<file path="src/hdl/tcd_pkg.sv">
// tcd_pkg: shared constants, codes and types of the textured wall column drawer.
// No dependencies; every other file in hdl/ refers to it by scoped names.

package tcd_pkg;

	// Parameter defaults
	localparam int TEX_SIZE_DEF     = 64;
	localparam int NUM_TEXTURES_DEF = 4;

	// Clamp for the number of rows in one column
	localparam int MAX_ROWS = 1024;

	// Field widths
	localparam int OP_W      = 2;
	localparam int TSEL_W    = 2;
	localparam int TADDR_W   = 12;
	localparam int COLOR_W   = 24;
	localparam int POS_W     = 26;
	localparam int RAY_W     = 18;
	localparam int WALL_W    = 16;
	localparam int ROW_W     = 10;
	localparam int HEIGHT_W  = 11;
	localparam int DIVISOR_W = WALL_W + 1;

	// Shared multiplier operands and kept product width
	localparam int MUL_A_W = 27;
	localparam int MUL_B_W = 18;
	localparam int FRAC_W  = 32;

	// Start offset (span_start - H/2 + wall/2), signed
	localparam int BASE_W = 18;

	// Register port
	localparam int APB_AW    = 5;
	localparam int APB_DW    = 32;
	localparam int REG_IDX_W = 3;

	localparam logic [REG_IDX_W-1:0] REG_SCREEN_HEIGHT = 3'd0;
	localparam logic [REG_IDX_W-1:0] REG_CEILING_COLOR = 3'd1;
	localparam logic [REG_IDX_W-1:0] REG_FLOOR_COLOR   = 3'd2;
	localparam logic [REG_IDX_W-1:0] REG_CAMERA_X      = 3'd3;
	localparam logic [REG_IDX_W-1:0] REG_CAMERA_Y      = 3'd4;

	localparam logic [HEIGHT_W-1:0] SCREEN_HEIGHT_RST = 11'd480;

	// Item opcodes
	localparam logic [OP_W-1:0] OP_WRITE_TEXEL = 2'd0;
	localparam logic [OP_W-1:0] OP_SET_UP      = 2'd1;
	localparam logic [OP_W-1:0] OP_DRAW_ROW    = 2'd2;

	// Column set-up sequencer
	typedef enum logic [2:0] {
		ST_IDLE,
		ST_HIT,
		ST_COL,
		ST_DIV,
		ST_POS,
		ST_DONE
	} seq_state_t;

	// Source of a pixel's colour
	typedef enum logic [1:0] {
		PIX_CEILING,
		PIX_TEXEL,
		PIX_FLOOR,
		PIX_BLANK
	} pix_kind_t;

endpackage

</file>
<file path="src/hdl/tcd_div.sv">
// tcd_div: restoring divider of a fixed dividend by a signal, one quotient bit per cycle.
// Depends on tcd_pkg for the divisor width.

module tcd_div #(
	parameter int DIVIDEND = tcd_pkg::TEX_SIZE_DEF,
	parameter int QW       = $clog2(tcd_pkg::TEX_SIZE_DEF) + 1
) (
	input  logic                            clk,
	input  logic                            arst_n,
	input  logic                            start,
	input  logic [tcd_pkg::DIVISOR_W-1:0]   divisor,
	output logic                            done,
	output logic [QW-1:0]                   quotient
);

	localparam int DW = tcd_pkg::DIVISOR_W;
	localparam int CW = $clog2(QW + 1);

	logic [QW-1:0] dvd_q;
	logic [QW-1:0] quo_q;
	logic [DW-1:0] rem_q;
	logic [DW-1:0] dsr_q;
	logic [CW-1:0] cnt_q;
	logic          busy_q;
	logic          done_q;

	logic [DW-1:0] shifted;
	logic          fits;
	logic [DW-1:0] rem_nx;

	// One restoring step: bring down the next dividend bit, subtract if it fits.
	// The remainder stays below the divisor, so its top bit is always clear.
	always_comb begin
		shifted = {rem_q[DW-2:0], dvd_q[QW-1]};
		fits    = (shifted >= dsr_q);
		rem_nx  = fits ? (shifted - dsr_q) : shifted;
	end

	// Control
	always_ff @(posedge clk or negedge arst_n) begin
		if (!arst_n) begin
			busy_q <= 1'b0;
			done_q <= 1'b0;
			cnt_q  <= '0;
		end else if (start) begin
			busy_q <= 1'b1;
			done_q <= 1'b0;
			cnt_q  <= CW'(QW);
		end else if (busy_q) begin
			cnt_q <= cnt_q - 1'b1;
			if (cnt_q == CW'(1)) begin
				busy_q <= 1'b0;
				done_q <= 1'b1;
			end
		end else begin
			done_q <= 1'b0;
		end
	end

	// Datapath
	always_ff @(posedge clk) begin
		if (start) begin
			rem_q <= '0;
			dvd_q <= QW'(DIVIDEND);
			dsr_q <= divisor;
			quo_q <= '0;
		end else if (busy_q) begin
			rem_q <= rem_nx;
			dvd_q <= {dvd_q[QW-2:0], 1'b0};
			quo_q <= {quo_q[QW-2:0], fits};
		end
	end

	assign done     = done_q;
	assign quotient = quo_q;

endmodule

</file>
<file path="config.mk">
export PLATFORM = sky130hd
export DESIGN_NAME = tcd_div
export DESIGN_NICKNAME = d
export VERILOG_FILES = /design/src/hdl/tcd_pkg.sv /design/src/hdl/tcd_div.sv
export SDC_FILE = /design/constraint.sdc
export NUM_CORES = 1
export LEC_CHECK = 0
export ABC_CLOCK_PERIOD_IN_PS = 3400
export BUFFER_PORTS_ARGS = -buffer_cell sky130_fd_sc_hd__buf_4
export CORE_ASPECT_RATIO = 1.1
export CORE_UTILIZATION = 48
export DETAILED_ROUTE_END_ITERATION = 12
export PLACE_DENSITY = 0.78
export SYNTH_ARGS = -nofsm -noshare
export SYNTH_HDL_FRONTEND = slang
export SYNTH_SLANG_ARGS = --single-unit
</file>
<file path="constraint.sdc">
create_clock -name clk -period 3.4 [get_ports clk]
set_input_delay 0 -clock clk [delete_from_list [all_inputs] [get_ports clk]]
set_output_delay 0 -clock clk [all_outputs]
set_load 0.005 [all_outputs]
</file>
==> results.md <==
- Ys flop type: dfxtp_1
- Area Growth Syn to Fin: 18.3%
- Vias/cell: 5.75
- Fmax: 0.389 GHz
- Area contributors post-synth: edfxtp_1 18%, dfxtp_1 17%, ha_1 8.4%
- Flops & latches, synth: 46
- CTS Buffer Depth: 2
- Post-layout util: 60.6%
- Syn_nets: 342
- Slew headroom: 52.7%
- Cell accounting for the most synthesized area: edfxtp_1
- Global-route wire length before repair: 10500 µm
- Switch share: 28.1%
- Leakage power: 0.00152 µW
- Post-DP HPWL: 4280 µm
- Syn. warnings: 0
- Die Span Y: 82.3 µm
- VDD IR max: 0.217 mV
- WL per Instance: 14.8 µm
- Synth top area share: 18.1%
- Distinct cell type count after synthesis: 56
- Largest net degree at the start of global routing: 42
- Number of buffers created by CTS: 5
- Share of cells above drive strength 1: 13.9%
- Final WL: 6200 µm
- M3 GR Usage: 3.76%
- Synth Area per Inst: 9.33 µm²
- ANT cells: 0
- Crit path DAT: 2.78 ns
- Die ar.: 6180 µm²
- Net Switching: 359 µW
- Clock skew: 0.0125 ns
- Seq pwr share: 48.7%
- Hold Fails Final Rpt: 0
- Sequential share of the synthesized area: 39.6%
- Setup TNS: 0 ns
- Pre-CTS WS: 0.950 ns
- Post-CTS Setup Inserts: 0
- Clk slew on worst S/H paths: 0.09 ns
- Cell count after synthesis: 302
- Worst Setup End Kind: flop
- CTS H-tree depth: 2
- Most frequent cells in the layout: 35 x nor2_1, 30 x buf_4, 25 x inv_1
- Root buffer cell: clkbuf_8
- Antenna violations before repair: 0
- Least-Margin Pin Slew: 0.706 ns
- PD cells: 384 nW/µm²
- Worst hold margin: 0.0141 ns
- GR Util All Layers: 22.6%
- Std-Cell Rows: 28
- Critical Path Fanout Max: 14
- Final worst setup slack: 0.831 ns
- Nets: 384
- Detailed Route Iter0 Violations: 118
- Global route hottest layer: met2
- Comb pwr share: 21.0%
- MaxCap Viol Count: 0
- Most common cell after layout, fill and taps aside: nor2_1
- Critical path class: flop to flop
- Final Setup Violations: 0
- Post-route DRC: 0
- Post-synth ARST share: 10.9%
- Fin. max-slew vios: 0
- Mapped Area: 2820 µm²
- CTS sink cnt: 46
- Initial Util: 51.2%
- GRT met2 Usage: 38.5%
- RSZ-0062 raised after global routing: false
- Gpl congestion: 0.842
- CTS tree: yes
- Fin crit period: 2.57 ns
- Hold Path Class: input port to async pin
- # resized after CTS: 0
- GRT overflow: 0
- Number of global-route vias before repair: 2281
- Critical Path RT: 3.61 ns
- Initial DRT Pass Iterations: 4
- Remaining antenna violation count: 0
- Port Buf Inserts: 27
- Fill count: 479
- Post-synth EDFFs: 17
- Status: completed
- Area of the core: 5500 µm²
- P_int: 920 µW
- Clock latency on the worst-skew pair: 0.31 ns
- Routed vias: 2416
- Routing usage on met1: 28.6%
- CP startpoint kind: flop
- Die Span X: 75.0 µm
- Clock share of power: 30.4%
- Top-Level Pins: 28
- Final cycle utilization of the critical path: 75.6%
timing repair:
item,CTS,global route
hold endpoints to repair,22,0
hold buffers,18,0
setup endpoints to repair,0,0
cell families (layout without fill, tap and decap cells):
logic type                 Yosys count  after routing  share of synthesized area [%]
AOI/OAI and AO/OA                   90             90                           22.9
xor gates and xnor gates             9              9                           2.80
adders and majority gates           20             20                           9.15
buffers and inverters               38             81                           6.53
DFF                                 46             46                           39.6
muxes                                8              8                           2.84
and+or+nand+nor                     91             91                           16.2
power groups by stage:
| stage | Combinational [µW] | Clock [µW] | Sequential, µW |
|---|---|---|---|
| 2_1_floorplan | 189 | 0 | 629 |
| 3_3_place_gp | 243 | 0 | 634 |
| 3_5_place_dp | 248 | 0 | 635 |
| 4_1_cts | 267 | 398 | 623 |
| 5_1_grt | 299 | 421 | 627 |
| 6_report | 268 | 389 | 622 |
per-stage QoR:
| step | power [µW] | instances | area (µm²) |
|---|---|---|---|
| 2_1_floorplan | 818 | 302 | 2820 |
| 3_3_place_gp | 877 | 394 | 3050 |
| 3_5_place_dp | 883 | 394 | 3050 |
| 4_1_cts | 1290 | 420 | 3330 |
| 5_1_grt | 1350 | 420 | 3330 |
| 6_report | 1280 | 420 | 3330 |
registers in the layout, summed over array words and instances (netlist names):
register / cells
cnt_q: 3
rem_q: 16
busy_q: 1
dvd_q: 1
quotient: 7
done: 1
dsr_q: 17
synth_stat cells (3+ instances only):
cell / instances
a21o_1: 4
a31oi_1: 6
ha_1: 19
o311a_1: 3
nand3_1: 9
o211ai_1: 3
dfxtp_1: 24
o21ai_0: 14
dfrtp_1: 5
a211oi_1: 3
clkbuf_1: 4
and3_1: 7
a311oi_1: 8
buf_6: 4
a21oi_1: 16
nand2_1: 14
nor2_1: 35
mux2i_1: 8
nor3_1: 5
o21ai_1: 4
inv_1: 25
xnor2_1: 7
edfxtp_1: 17
buf_2: 3
o21a_1: 5
nand2b_1: 3
o221ai_1: 3
or3_1: 3
layer usage:
layer,share of wire [%],vias up
li1,-,1199
met3,4.6,10
met4,1.5,0
met1,45,1146
met5,0,-
met2,49,61
critical path, stage by stage, from the launching register on:
cell and delay [ns]:
edfxtp_1 0.40, inv_1 0.06, ha_1 0.28, nand2b_1 0.09, a211oi_1 0.31, o21ai_0 0.22, a21boi_2 0.63, o21ai_0 0.16
a311oi_1 0.31
path summary, 6_finish.rpt:
check	start	to	slack [ns]	cells after the start
worst max-delay path	dsr_q[1]$_DFFE_PP_	rem_q[10]$_SDFFE_PP0P_	0.83	8
worst min-delay path	arst_n	cnt_q[1]$_DFFE_PN0P_	0.01	2
worst max register to register	dsr_q[1]$_DFFE_PP_	rem_q[10]$_SDFFE_PP0P_	0.83	8
worst min register to register	rem_q[15]$_SDFFE_PP0P_	rem_q[15]$_SDFFE_PP0P_	0.50	2
max in group asynchronous	arst_n	busy_q$_DFF_PN0_	3.28	2
min in group clk	start	quotient[6]$_SDFFE_PP0P_	0.13	2
area by class of cell:
class	instances	area, µm²	share of cell area [%]
inverter	25	93.8	2.82
clock buffer	6	93.8	2.82
sequential	46	1120	33.5
timing repair buffer	48	405	12.2
tap	75	93.8	2.82
multi-input combinational	218	1520	45.5
clock inverter	2	12.5	0.376
(Power assumes the default switching activity.)
