File: src/hdl/tcd_pkg.sv
// tcd_pkg: shared constants, codes and types of the textured wall column drawer.
// No dependencies; every other file in hdl/ refers to it by scoped names.

package tcd_pkg;

	// Parameter defaults
	localparam int TEX_SIZE_DEF     = 64;
	localparam int NUM_TEXTURES_DEF = 4;

	// Clamp for the number of rows in one column
	localparam int MAX_ROWS = 1024;

	// Field widths
	localparam int OP_W      = 2;
	localparam int TSEL_W    = 2;
	localparam int TADDR_W   = 12;
	localparam int COLOR_W   = 24;
	localparam int POS_W     = 26;
	localparam int RAY_W     = 18;
	localparam int WALL_W    = 16;
	localparam int ROW_W     = 10;
	localparam int HEIGHT_W  = 11;
	localparam int DIVISOR_W = WALL_W + 1;

	// Shared multiplier operands and kept product width
	localparam int MUL_A_W = 27;
	localparam int MUL_B_W = 18;
	localparam int FRAC_W  = 32;

	// Start offset (span_start - H/2 + wall/2), signed
	localparam int BASE_W = 18;

	// Register port
	localparam int APB_AW    = 5;
	localparam int APB_DW    = 32;
	localparam int REG_IDX_W = 3;

	localparam logic [REG_IDX_W-1:0] REG_SCREEN_HEIGHT = 3'd0;
	localparam logic [REG_IDX_W-1:0] REG_CEILING_COLOR = 3'd1;
	localparam logic [REG_IDX_W-1:0] REG_FLOOR_COLOR   = 3'd2;
	localparam logic [REG_IDX_W-1:0] REG_CAMERA_X      = 3'd3;
	localparam logic [REG_IDX_W-1:0] REG_CAMERA_Y      = 3'd4;

	localparam logic [HEIGHT_W-1:0] SCREEN_HEIGHT_RST = 11'd480;

	// Item opcodes
	localparam logic [OP_W-1:0] OP_WRITE_TEXEL = 2'd0;
	localparam logic [OP_W-1:0] OP_SET_UP      = 2'd1;
	localparam logic [OP_W-1:0] OP_DRAW_ROW    = 2'd2;

	// Column set-up sequencer
	typedef enum logic [2:0] {
		ST_IDLE,
		ST_HIT,
		ST_COL,
		ST_DIV,
		ST_POS,
		ST_DONE
	} seq_state_t;

	// Source of a pixel's colour
	typedef enum logic [1:0] {
		PIX_CEILING,
		PIX_TEXEL,
		PIX_FLOOR,
		PIX_BLANK
	} pix_kind_t;

endpackage

File: src/hdl/tcd_mul.sv
// tcd_mul: shared signed multiplier with a registered, truncated product.
// Depends on tcd_pkg for operand and product widths.

module tcd_mul (
	input  logic                               clk,
	input  logic                               en,
	input  logic signed [tcd_pkg::MUL_A_W-1:0] a,
	input  logic signed [tcd_pkg::MUL_B_W-1:0] b,
	output logic        [tcd_pkg::FRAC_W-1:0]  p_q
);

	logic signed [tcd_pkg::MUL_A_W+tcd_pkg::MUL_B_W-1:0] prod;

	assign prod = a * b;

	// Only the low word is ever needed (positions wrap modulo 2^32)
	always_ff @(posedge clk) begin
		if (en) begin
			p_q <= prod[tcd_pkg::FRAC_W-1:0];
		end
	end

endmodule

File: config.mk
export PLATFORM = sky130hd
export DESIGN_NAME = tcd_mul
export DESIGN_NICKNAME = d
export VERILOG_FILES = /design/src/hdl/tcd_pkg.sv /design/src/hdl/tcd_mul.sv
export SDC_FILE = /design/constraint.sdc
export NUM_CORES = 1
export LEC_CHECK = 0
export BUFFER_PORTS_ARGS = -buffer_cell sky130_fd_sc_hd__clkbuf_2
export CAP_MARGIN = 15
export CORE_ASPECT_RATIO = 0.7
export CORE_UTILIZATION = 40
export CTS_CLUSTER_DIAMETER = 200
export DETAILED_ROUTE_END_ITERATION = 10
export PLACE_DENSITY = 0.67
export REMOVE_ABC_BUFFERS = 1
export SLEW_MARGIN = 30
export SYNTH_ARGS = -nofsm -noshare
export SYNTH_HDL_FRONTEND = slang
export SYNTH_SLANG_ARGS = --single-unit
File: constraint.sdc
create_clock -name clk -period 9.4 [get_ports clk]
set_input_delay 2.35 -clock clk [delete_from_list [all_inputs] [get_ports clk]]
set_output_delay 2.35 -clock clk [all_outputs]
set_load 0.01 [all_outputs]
==> impl_results.md, run 1 <==
* Synth Register Bits at 32
* Post-synth top area cell: fa_1
* Dpl cells at a little over 2k
* Largest net degree at the start of global routing at 33
* Max reg flops at 32
* Worst-Margin Slew at 0.753 ns
* Setup_tns at 0 ns
* Global Route Usage Sum at approximately a fifth
* H-tree depth at 2
* Site row count at 56
* Crit Path Category: in -> reg
* Post-CTS Setup Bufs at 0
* Hold WC Path Type: in -> reg
* Maximum Capacitance Violations at 0
* Initial antenna violation count at 0
* # clock sinks at 32
* Max-slew violations at 0
* Biggest regs: p_q: 32 flops
* WL final at ~33000 µm
* Hold_ws at 2.78 ns
* IO Pins at slightly below 80
* Final ANT Viol Nets at 0
* RSZ-0062 raised after global routing: no
* Nets at between 2k and 2.5k
* Vias per cell at 4.82
* Routed len/inst at between 15 and 20 µm
* Async set-reset flop share out of synthesis at 0%
* Hold Path Depth at 2
* Avg Synthesized Cell Area at 9.05 µm²
* Worst Path Max Fanout at 28
* Synth top cells by count: 433 x inv_1, 331 x fa_1, 248 x nand2_1
* Count leader, synth: inv_1
* Vias in the first global route at approximately 11k
* Status: completed
* Post-CTS resize count at 0
* EDFF count, synth at 32
* Hold endpoint: p_q[0]
* Synth Flop Type: edfxtp_1
* Endpoint class of the critical path: flop
* # diodes at 0
* Synth top area share at between 40% and 50%
* Max frequency at around 120 MHz
* Synth cell types at 55
* Hold Path Origin: a[0]
* Synth top area cells: fa_1 48%, inv_1 12%, ha_1 8.5%
* Initial Utilization at between 40% and 50%
* Cts hold-fix bufs at 0
* Clk slew on worst S/H paths at 0.05 ns
* Reg with most FFs: p_q
* Slew Limit Headroom at 49.8%
* DRT Pass-1 Iters at 5
* Die width at between 200 and 250 µm
* CTS tree: built
* Layout cells sized above 1 at between 6 and 7%
* Synth Instances at 1533
* Chip Height at roughly 160 µm
* Max clock buf depth at 2
* Fillers at between 3k and 4k
* Worst path required time at 9.42 ns
* Crit start category: primary input
* Root buffer cell: clkbuf_16
* Synth warnings at 0
* Data arrival, critical path at 8.23 ns
* PortBufs at 78
* Tcrit/Tclk final at between 80% and 90%
* Area growth syn-to-layout at 6.27%
* Finished Layout Cells at slightly above 2k
* Synthesized cell area at between 10000 and 15000 µm²
* Core area at around 34000 µm²
* Full die area at 35400 µm²
* DR vias at between 9k and 10k
* Setup-failing EPs final at 0
* Iteration-0 DRC Markers at 526
* Final Hold Vio Count at 0
* TritonCTS buffer count at 5
* Placer Congestion at around 0.86
* DRC at 0
* Seq/Total Area, Yosys at a little under 7%
* Final Critical Period at a little over 8 ns
* First-pass GRT wire length at approximately 56000 µm
* HPWL after detailed placement at between 20000 and 30000 µm
* Total gr overflow at 0
## critical path: stages
cell and delay [ns]:
clkbuf_2 0.41, and2_1 0.32, fa_1 0.53, inv_1 0.05, fa_1 0.55, inv_1 0.06
fa_1 0.49, inv_1 0.05, fa_1 0.54, fa_1 0.43, fa_1 0.49, inv_1 0.04
ha_1 0.33, a21o_1 0.20, a21oi_1 0.22, o211ai_1 0.14, a211o_1 0.28, o21ai_2 0.24
o21bai_1 0.11, a211oi_2 0.24, xnor2_1 0.09
## through the flow
step                      instance area [µm²]  worst slack [ns]  util [%]
after floorplan                         13600              1.86         -
after global placement                  14600              1.02      43.1
after detailed placement                14600             0.894      43.1
after CTS                               14700              1.18      43.6
after global routing                    14700             0.905      43.6
final                                   14700              1.18      43.6
## how the worst max path moves through the flow
stage	startpoint	end	cells after the start
4_1_cts	b[3]	p_q[26]	21
3_5_place_dp	b[3]	p_q[26]	21
2_1_floorplan	a[10]	p_q[26]	20
3_3_place_gp	b[3]	p_q[26]	21
6_report	b[3]	p_q[26]	21
5_1_grt	b[3]	p_q[26]	21
## layout by cell type, fill, tap and decap left out, drive strengths merged, types with 2 or more instances in the layout
cell type,count
a211o,2
a211oi,4
a21o,10
a21oi,21
a31oi,3
and2,154
clkbuf,83
edfxtp,32
fa,331
ha,94
inv,434
mux2i,2
nand2,248
nand2b,7
nand3,5
nor2,20
nor2b,2
nor3,3
o211ai,5
o21a,2
o21ai,8
o21bai,4
o311ai,2
o31ai,3
xnor2,46
xor2,7
## layer usage
layer  GRT usage (%)  wire [µm]  vias to the layer above
met2            30.4      13700                      368
met3            4.14       3010                       34
met4            3.63        392                        0
met5               0          0                        -
li1                -          -                     4419
met1            30.3      16400                     4909
## layout make-up
class	count	area, µm²	area share, %
tap	464	581	3.94
inverter	433	1630	11.0
clock inverter	3	46.3	0.314
sequential	32	961	6.52
multi-input combinational	1003	11000	74.6
timing repair buffer	79	398	2.70
clock buffer	5	125	0.849
## kinds of logic (layout without fill, tap and decap cells)
| family | Yosys count | after routing | synth area share [%] |
|---|---|---|---|
| flip-flops | 32 | 32 | 6.93 |
| AND/OR/NAND/NOR | 448 | 448 | 15.4 |
| XOR/XNOR | 53 | 53 | 3.35 |
| buffers and inverters | 498 | 520 | 13.7 |
| multiplexers | 2 | 2 | 0.144 |
| adder cells (fa/ha/maj) | 425 | 425 | 56.3 |
| AO/OA/AOI/OAI | 75 | 75 | 4.20 |
Power of run 1 is left out: the tool's default activity adds up to more than one toggle a clock period on the data nets, which glitch-free logic cannot reach.
==> run 2: changes to the inputs <==
--- a/config.mk
+++ b/config.mk
@@ -7,11 +7,13 @@
 export LEC_CHECK = 0
 export BUFFER_PORTS_ARGS = -buffer_cell sky130_fd_sc_hd__clkbuf_2
 export CAP_MARGIN = 15
+export CELL_PAD_IN_SITES_DETAIL_PLACEMENT = 1
+export CELL_PAD_IN_SITES_GLOBAL_PLACEMENT = 1
 export CORE_ASPECT_RATIO = 0.7
 export CORE_UTILIZATION = 40
 export CTS_CLUSTER_DIAMETER = 200
 export DETAILED_ROUTE_END_ITERATION = 10
-export PLACE_DENSITY = 0.67
+export PLACE_DENSITY = 0.8
 export REMOVE_ABC_BUFFERS = 1
 export SLEW_MARGIN = 30
 export SYNTH_ARGS = -nofsm -noshare
==> run 2 against run 1 <==
Effect of this change: first-iteration DRC count down 4.4%; critical path depth fell by 1; clock-buffer cell count unchanged; critical path type unchanged; highest routed layer unchanged.
==> impl_results.md, run 2 (synthesis results as in run 1) <==
* Status: completed (unchanged)
* Most common cell after layout, fill and taps aside: inv_1 (unchanged)
* Post-CTS resize count at 0 (unchanged)
* # diodes at 0 (unchanged)
* H-tree depth at 2 (unchanged)
* WL final at 40300 µm (was 33500 µm)
* Chip Height at 158 µm (unchanged)
* Root buffer cell: clkbuf_16 (unchanged)
* RSZ-0062 raised after global routing: no (unchanged)
* Post-CTS Setup Bufs at 0 (unchanged)
* Placer Congestion at 0.904 (was 0.861)
* Die width at 225 µm (unchanged)
* Max clock buf depth at 2 (unchanged)
* Core area at 33800 µm² (unchanged)
* Final Critical Period at 8.27 ns (was 8.22 ns)
* DRT Pass-1 Iters at 5 (unchanged)
* Final ANT Viol Nets at 0 (unchanged)
* Tcrit/Tclk final at 87.9% (was 87.4%)
* CTS tree: built (unchanged)
* Crit Path Category: in -> reg (unchanged)
* Max-slew violations at 0 (unchanged)
* PortBufs at 78 (unchanged)
* Commonest non-fill, non-tap cells in the layout: 433 x inv_1, 331 x fa_1, 248 x nand2_1, 154 x and2_1, 94 x ha_1 (unchanged)
* Biggest regs: p_q: 32 flops (unchanged)
* Finished Layout Cells at 2021 (was 2019)
* Dpl cells at 2013 (was 2011)
* Layout cells sized above 1 at 6.23% (was 6.11%)
* Initial Utilization at 41.1% (unchanged)
* IO Pins at 79 (unchanged)
* Initial antenna violation count at 1 (was 0)
* Area growth syn-to-layout at 6.35% (was 6.27%)
* CP most frequent cell: fa_1 (unchanged)
* Hold WC Path Type: in -> reg (unchanged)
* Global Route Usage Sum at 24.0% (was 20.3%)
* Worst-Margin Slew at 0.827 ns (was 0.753 ns)
* First-pass GRT wire length at 64900 µm (was 56300 µm)
* Routed len/inst at 19.9 µm (was 16.6 µm)
* DR vias at 10.1k (was 9730)
* Max reg flops at 32 (unchanged)
* Final Hold Vio Count at 0 (unchanged)
* Total gr overflow at 0 (unchanged)
* Nets at 2028 (was 2026)
* Worst path required time at 9.41 ns (was 9.42 ns)
* Iteration-0 DRC Markers at 503 (was 526)
* Endpoint class of the critical path: flop (unchanged)
* Maximum Capacitance Violations at 0 (unchanged)
* Reg with most FFs: p_q (unchanged)
* Final Core Density at 43.7% (was 43.6%)
* Site row count at 56 (unchanged)
* Setup-failing EPs final at 0 (unchanged)
* Setup_tns at 0 ns (unchanged)
* # clock sinks at 32 (unchanged)
* DRC at 0 (unchanged)
* Hold_ws at 2.82 ns (was 2.78 ns)
* Worst Path Max Fanout at 16 (was 28)
* Cts hold-fix bufs at 0 (unchanged)
* Vias in the first global route at 11.7k (was 10.6k)
* Slowest CP cell: fa_1 (unchanged)
* CP peak stage delay at 0.60 ns (was 0.55 ns)
* Max frequency at 121 MHz (was 122 MHz)
* Full die area at 35400 µm² (unchanged)
* CP cell instances: clkbuf_2 > buf_4 > nand2_1 > fa_1 > fa_1 > fa_1 > inv_1 > fa_1 > fa_1 > inv_1 > fa_1 > inv_1 > ha_1 > nand2_1 > nor2_1 > and4b_1 > o21ai_2 > nor3_1 > mux2i_1 > o211ai_1 (was clkbuf_2 > and2_1 > fa_1 > inv_1 > fa_1 > inv_1 > fa_1 > inv_1 > fa_1 > fa_1 > fa_1 > inv_1 > ha_1 > a21o_1 > a21oi_1 > o211ai_1 > a211o_1 > o21ai_2 > o21bai_1 > a211oi_2 > xnor2_1)
* Slew Limit Headroom at 44.9% (was 49.8%)
* HPWL after detailed placement at 33500 µm (was 28100 µm)
* Vias per cell at 5.00 (was 4.82)
* Crit start category: primary input (unchanged)
* Largest net degree at the start of global routing at 33 (unchanged)
* TritonCTS buffer count at 5 (unchanged)
* Data arrival, critical path at 8.28 ns (was 8.23 ns)
* Clk slew on worst S/H paths at 0.05 ns (about the same)
[run 2: metrics by stage]
step                instance area, µm²  worst slack [ns]
detailed placement               14600             0.782
finish                           14700              1.13
floorplan                        13600              1.86
global route                     14700             0.833
global placement                 14600              1.01
CTS                              14700              1.08
[run 2: layer usage]
metal / wire (µm) / part of all wire (%) / track usage, % / up-vias
li1: - / - / - / 4407
met1: 18900 / 47 / 34.1 / 5371
met2: 18500 / 46 / 39.8 / 288
met3: 2560 / 6.4 / 3.38 / 31
met4: 419 / 1.0 / 3.73 / 0
met5: 0 / 0 / 0 / -
[run 2: cell type report]
cell class | count | area (µm²)
multi-input cells | 1003 | 11000
fillers | 4000 | 19000
repair buffers | 81 | 413
inverters | 433 | 1630
clock buffers | 5 | 125
well taps | 464 | 581
clock inverters | 3 | 42.5
flip-flops and latches | 32 | 961
[run 2: path summary, 6_finish.rpt]
path | endpoint | cells past startpoint | startpoint | slack [ns]
worst max-delay path | p_q[30] | 20 | b[3] | 1.13
worst min-delay path | p_q[0] | 2 | a[0] | 2.82
[run 2: worst max-delay path, delay by kind of cell]
family	cells	cell delay [ns]
AO/OA/AOI/OAI	2	0.23
adder cells (fa/ha/maj)	7	3.51
buffers and inverters	5	0.90
multiplexers	1	0.23
AND/OR/NAND/NOR	5	1.04
Power of run 2 is left out for the same reason.
==> run 3: changes to the inputs <==
--- a/config.mk
+++ b/config.mk
@@ -10,10 +10,10 @@
 export CELL_PAD_IN_SITES_DETAIL_PLACEMENT = 1
 export CELL_PAD_IN_SITES_GLOBAL_PLACEMENT = 1
 export CORE_ASPECT_RATIO = 0.7
-export CORE_UTILIZATION = 40
+export CORE_UTILIZATION = 50
 export CTS_CLUSTER_DIAMETER = 200
 export DETAILED_ROUTE_END_ITERATION = 10
-export PLACE_DENSITY = 0.8
+export PLACE_DENSITY = 0.95
 export REMOVE_ABC_BUFFERS = 1
 export SLEW_MARGIN = 30
 export SYNTH_ARGS = -nofsm -noshare
==> run 3 against run 2 <==
Effect of this change: via count is 5.0% higher; cell area is 1.0% lower; sequential share of layout area grew 0.068 points; critical path depth unchanged; worst hold slack worse by 0.022 ns; first-iteration DRC count rose by 21%; fmax fell by 2.3%; wire length up 7.5%; flip-flop and latch count stayed put; non-clock buffer count stayed put.
==> impl_results.md, run 3 (synthesis results as in run 1) <==
* CP peak stage delay at 0.58 ns (was 0.60 ns)
* Slowest CP cell: fa_1 (unchanged)
* Max-slew violations at 0 (unchanged)
* Site row count at 50 (was 56)
* Crit start category: primary input (unchanged)
* RSZ-0062 raised after global routing: no (unchanged)
* Largest net degree at the start of global routing at 33 (unchanged)
* Clk slew on worst S/H paths at 0.05 ns (about the same)
* Tcrit/Tclk final at 90.0% (was 87.9%)
* Biggest regs: p_q: 32 flops (unchanged)
* Post-CTS Setup Bufs at 0 (unchanged)
* Crit Path Category: in -> reg (unchanged)
* Most common cell after layout, fill and taps aside: inv_1 (unchanged)
* TritonCTS buffer count at 5 (unchanged)
* Fillers at 3158 (was 4000)
* WL final at 43300 µm (was 40300 µm)
* Area growth syn-to-layout at 5.26% (was 6.35%)
* CP most frequent cell: fa_1 (unchanged)
* Max clock buf depth at 2 (unchanged)
* Total gr overflow at 0 (unchanged)
* Routed len/inst at 22.5 µm (was 19.9 µm)
* Maximum Capacitance Violations at 0 (unchanged)
* PortBufs at 78 (unchanged)
* Worst Path Max Fanout at 27 (was 16)
* Global Route Usage Sum at 32.2% (was 24.0%)
* Max reg flops at 32 (unchanged)
* Final ANT Viol Nets at 0 (unchanged)
* Max frequency at 118 MHz (was 121 MHz)
* Vias per cell at 5.52 (was 5.00)
* Root buffer cell: clkbuf_16 (unchanged)
* Worst-Margin Slew at 0.804 ns (was 0.827 ns)
* Initial antenna violation count at 1 (unchanged)
* Iteration-0 DRC Markers at 608 (was 503)
* DR vias at 10.6k (was 10.1k)
* Initial Utilization at 51.4% (was 41.1%)
* Placer Congestion at 0.940 (was 0.904)
* DRC at 0 (unchanged)
* Die width at 201 µm (was 225 µm)
* Reg with most FFs: p_q (unchanged)
* Final Core Density at 54.1% (was 43.7%)
* Core area at 27000 µm² (was 33800 µm²)
* IO Pins at 79 (unchanged)
* First-pass GRT wire length at 68800 µm (was 64900 µm)
* Dpl cells at 1913 (was 2013)
* Setup_tns at 0 ns (unchanged)
* Setup-failing EPs final at 0 (unchanged)
* Final Hold Vio Count at 0 (unchanged)
* Slew Limit Headroom at 46.4% (was 44.9%)
* Design area at 14600 µm² (was 14700 µm²)
* H-tree depth at 2 (unchanged)
* Cts hold-fix bufs at 0 (unchanged)
* Worst path required time at 9.41 ns (about the same)
* Finished Layout Cells at 1922 (was 2021)
* HPWL after detailed placement at 36000 µm (was 33500 µm)
* Endpoint class of the critical path: flop (unchanged)
* Post-CTS resize count at 0 (unchanged)
* DP Area at 14500 µm² (was 14600 µm²)
* Status: completed (unchanged)
* CTS tree: built (unchanged)
* Data arrival, critical path at 8.48 ns (was 8.28 ns)
* # clock sinks at 32 (unchanged)
* Commonest non-fill, non-tap cells in the layout: 433 x inv_1, 331 x fa_1, 248 x nand2_1, 154 x and2_1, 94 x ha_1 (unchanged)
* Chip Height at 141 µm (was 158 µm)
* Hold WC Path Type: in -> reg (unchanged)
* Vias in the first global route at 12.6k (was 11.7k)
* Nets at 2028 (unchanged)
* Layout cells sized above 1 at 6.17% (was 6.23%)
* Final Critical Period at 8.46 ns (was 8.27 ns)
* Full die area at 28400 µm² (was 35400 µm²)
* CP cell instances: clkbuf_2 > and2_1 > fa_1 > inv_1 > fa_1 > fa_1 > fa_1 > inv_1 > fa_1 > inv_1 > fa_1 > inv_1 > ha_1 > nand2_1 > nor2_1 > and4b_1 > o21ai_2 > nor3_1 > mux2i_1 > o211ai_1 (was clkbuf_2 > buf_4 > nand2_1 > fa_1 > fa_1 > fa_1 > inv_1 > fa_1 > fa_1 > inv_1 > fa_1 > inv_1 > ha_1 > nand2_1 > nor2_1 > and4b_1 > o21ai_2 > nor3_1 > mux2i_1 > o211ai_1)
* DRT Pass-1 Iters at 5 (unchanged)
[run 3: routing by layer]
metal | GRT usage (%) | up-vias | share of wire [%]
met5 | 0 | - | 0
met3 | 9.16 | 135 | 10
li1 | - | 4422 | -
met2 | 54.4 | 550 | 48
met1 | 38.6 | 5493 | 38
met4 | 14.5 | 0 | 3.9
[run 3: stage by stage]
step | hold slack [ns] | setup slack, ns
after CTS | 2.78 | 1.03
after global placement | 2.77 | 1.08
final | 2.79 | 0.938
after global routing | 2.82 | 0.687
after detailed placement | 2.77 | 0.707
after floorplan | 2.46 | 1.86
[run 3: critical path: cells and delay by family]
kind / cells / cell delay (ns)
fa+ha+maj: 7 / 3.61
simple gates: 5 / 1.27
buf+inv: 5 / 0.74
mux: 1 / 0.25
compound gates: 2 / 0.24
[run 3: cell type report]
type / instances / area (µm²) / area share (%)
well taps: 364 / 455 / 3.12
multi-input cells: 1003 / 11000 / 75.4
repair buffers: 81 / 413 / 2.83
clock buffers: 5 / 125 / 0.857
flip-flops and latches: 32 / 961 / 6.58
clock inverters: 3 / 13.8 / 0.0943
inverters: 433 / 1630 / 11.1
diodes: 1 / 2.50 / 0.0171
[run 3: path summary, 6_finish.rpt]
path	from	end	slack [ns]	cells past startpoint
worst max-delay path	b[0]	p_q[30]	0.94	20
worst min-delay path	a[0]	p_q[0]	2.79	2
Power of run 3 is left out for the same reason.
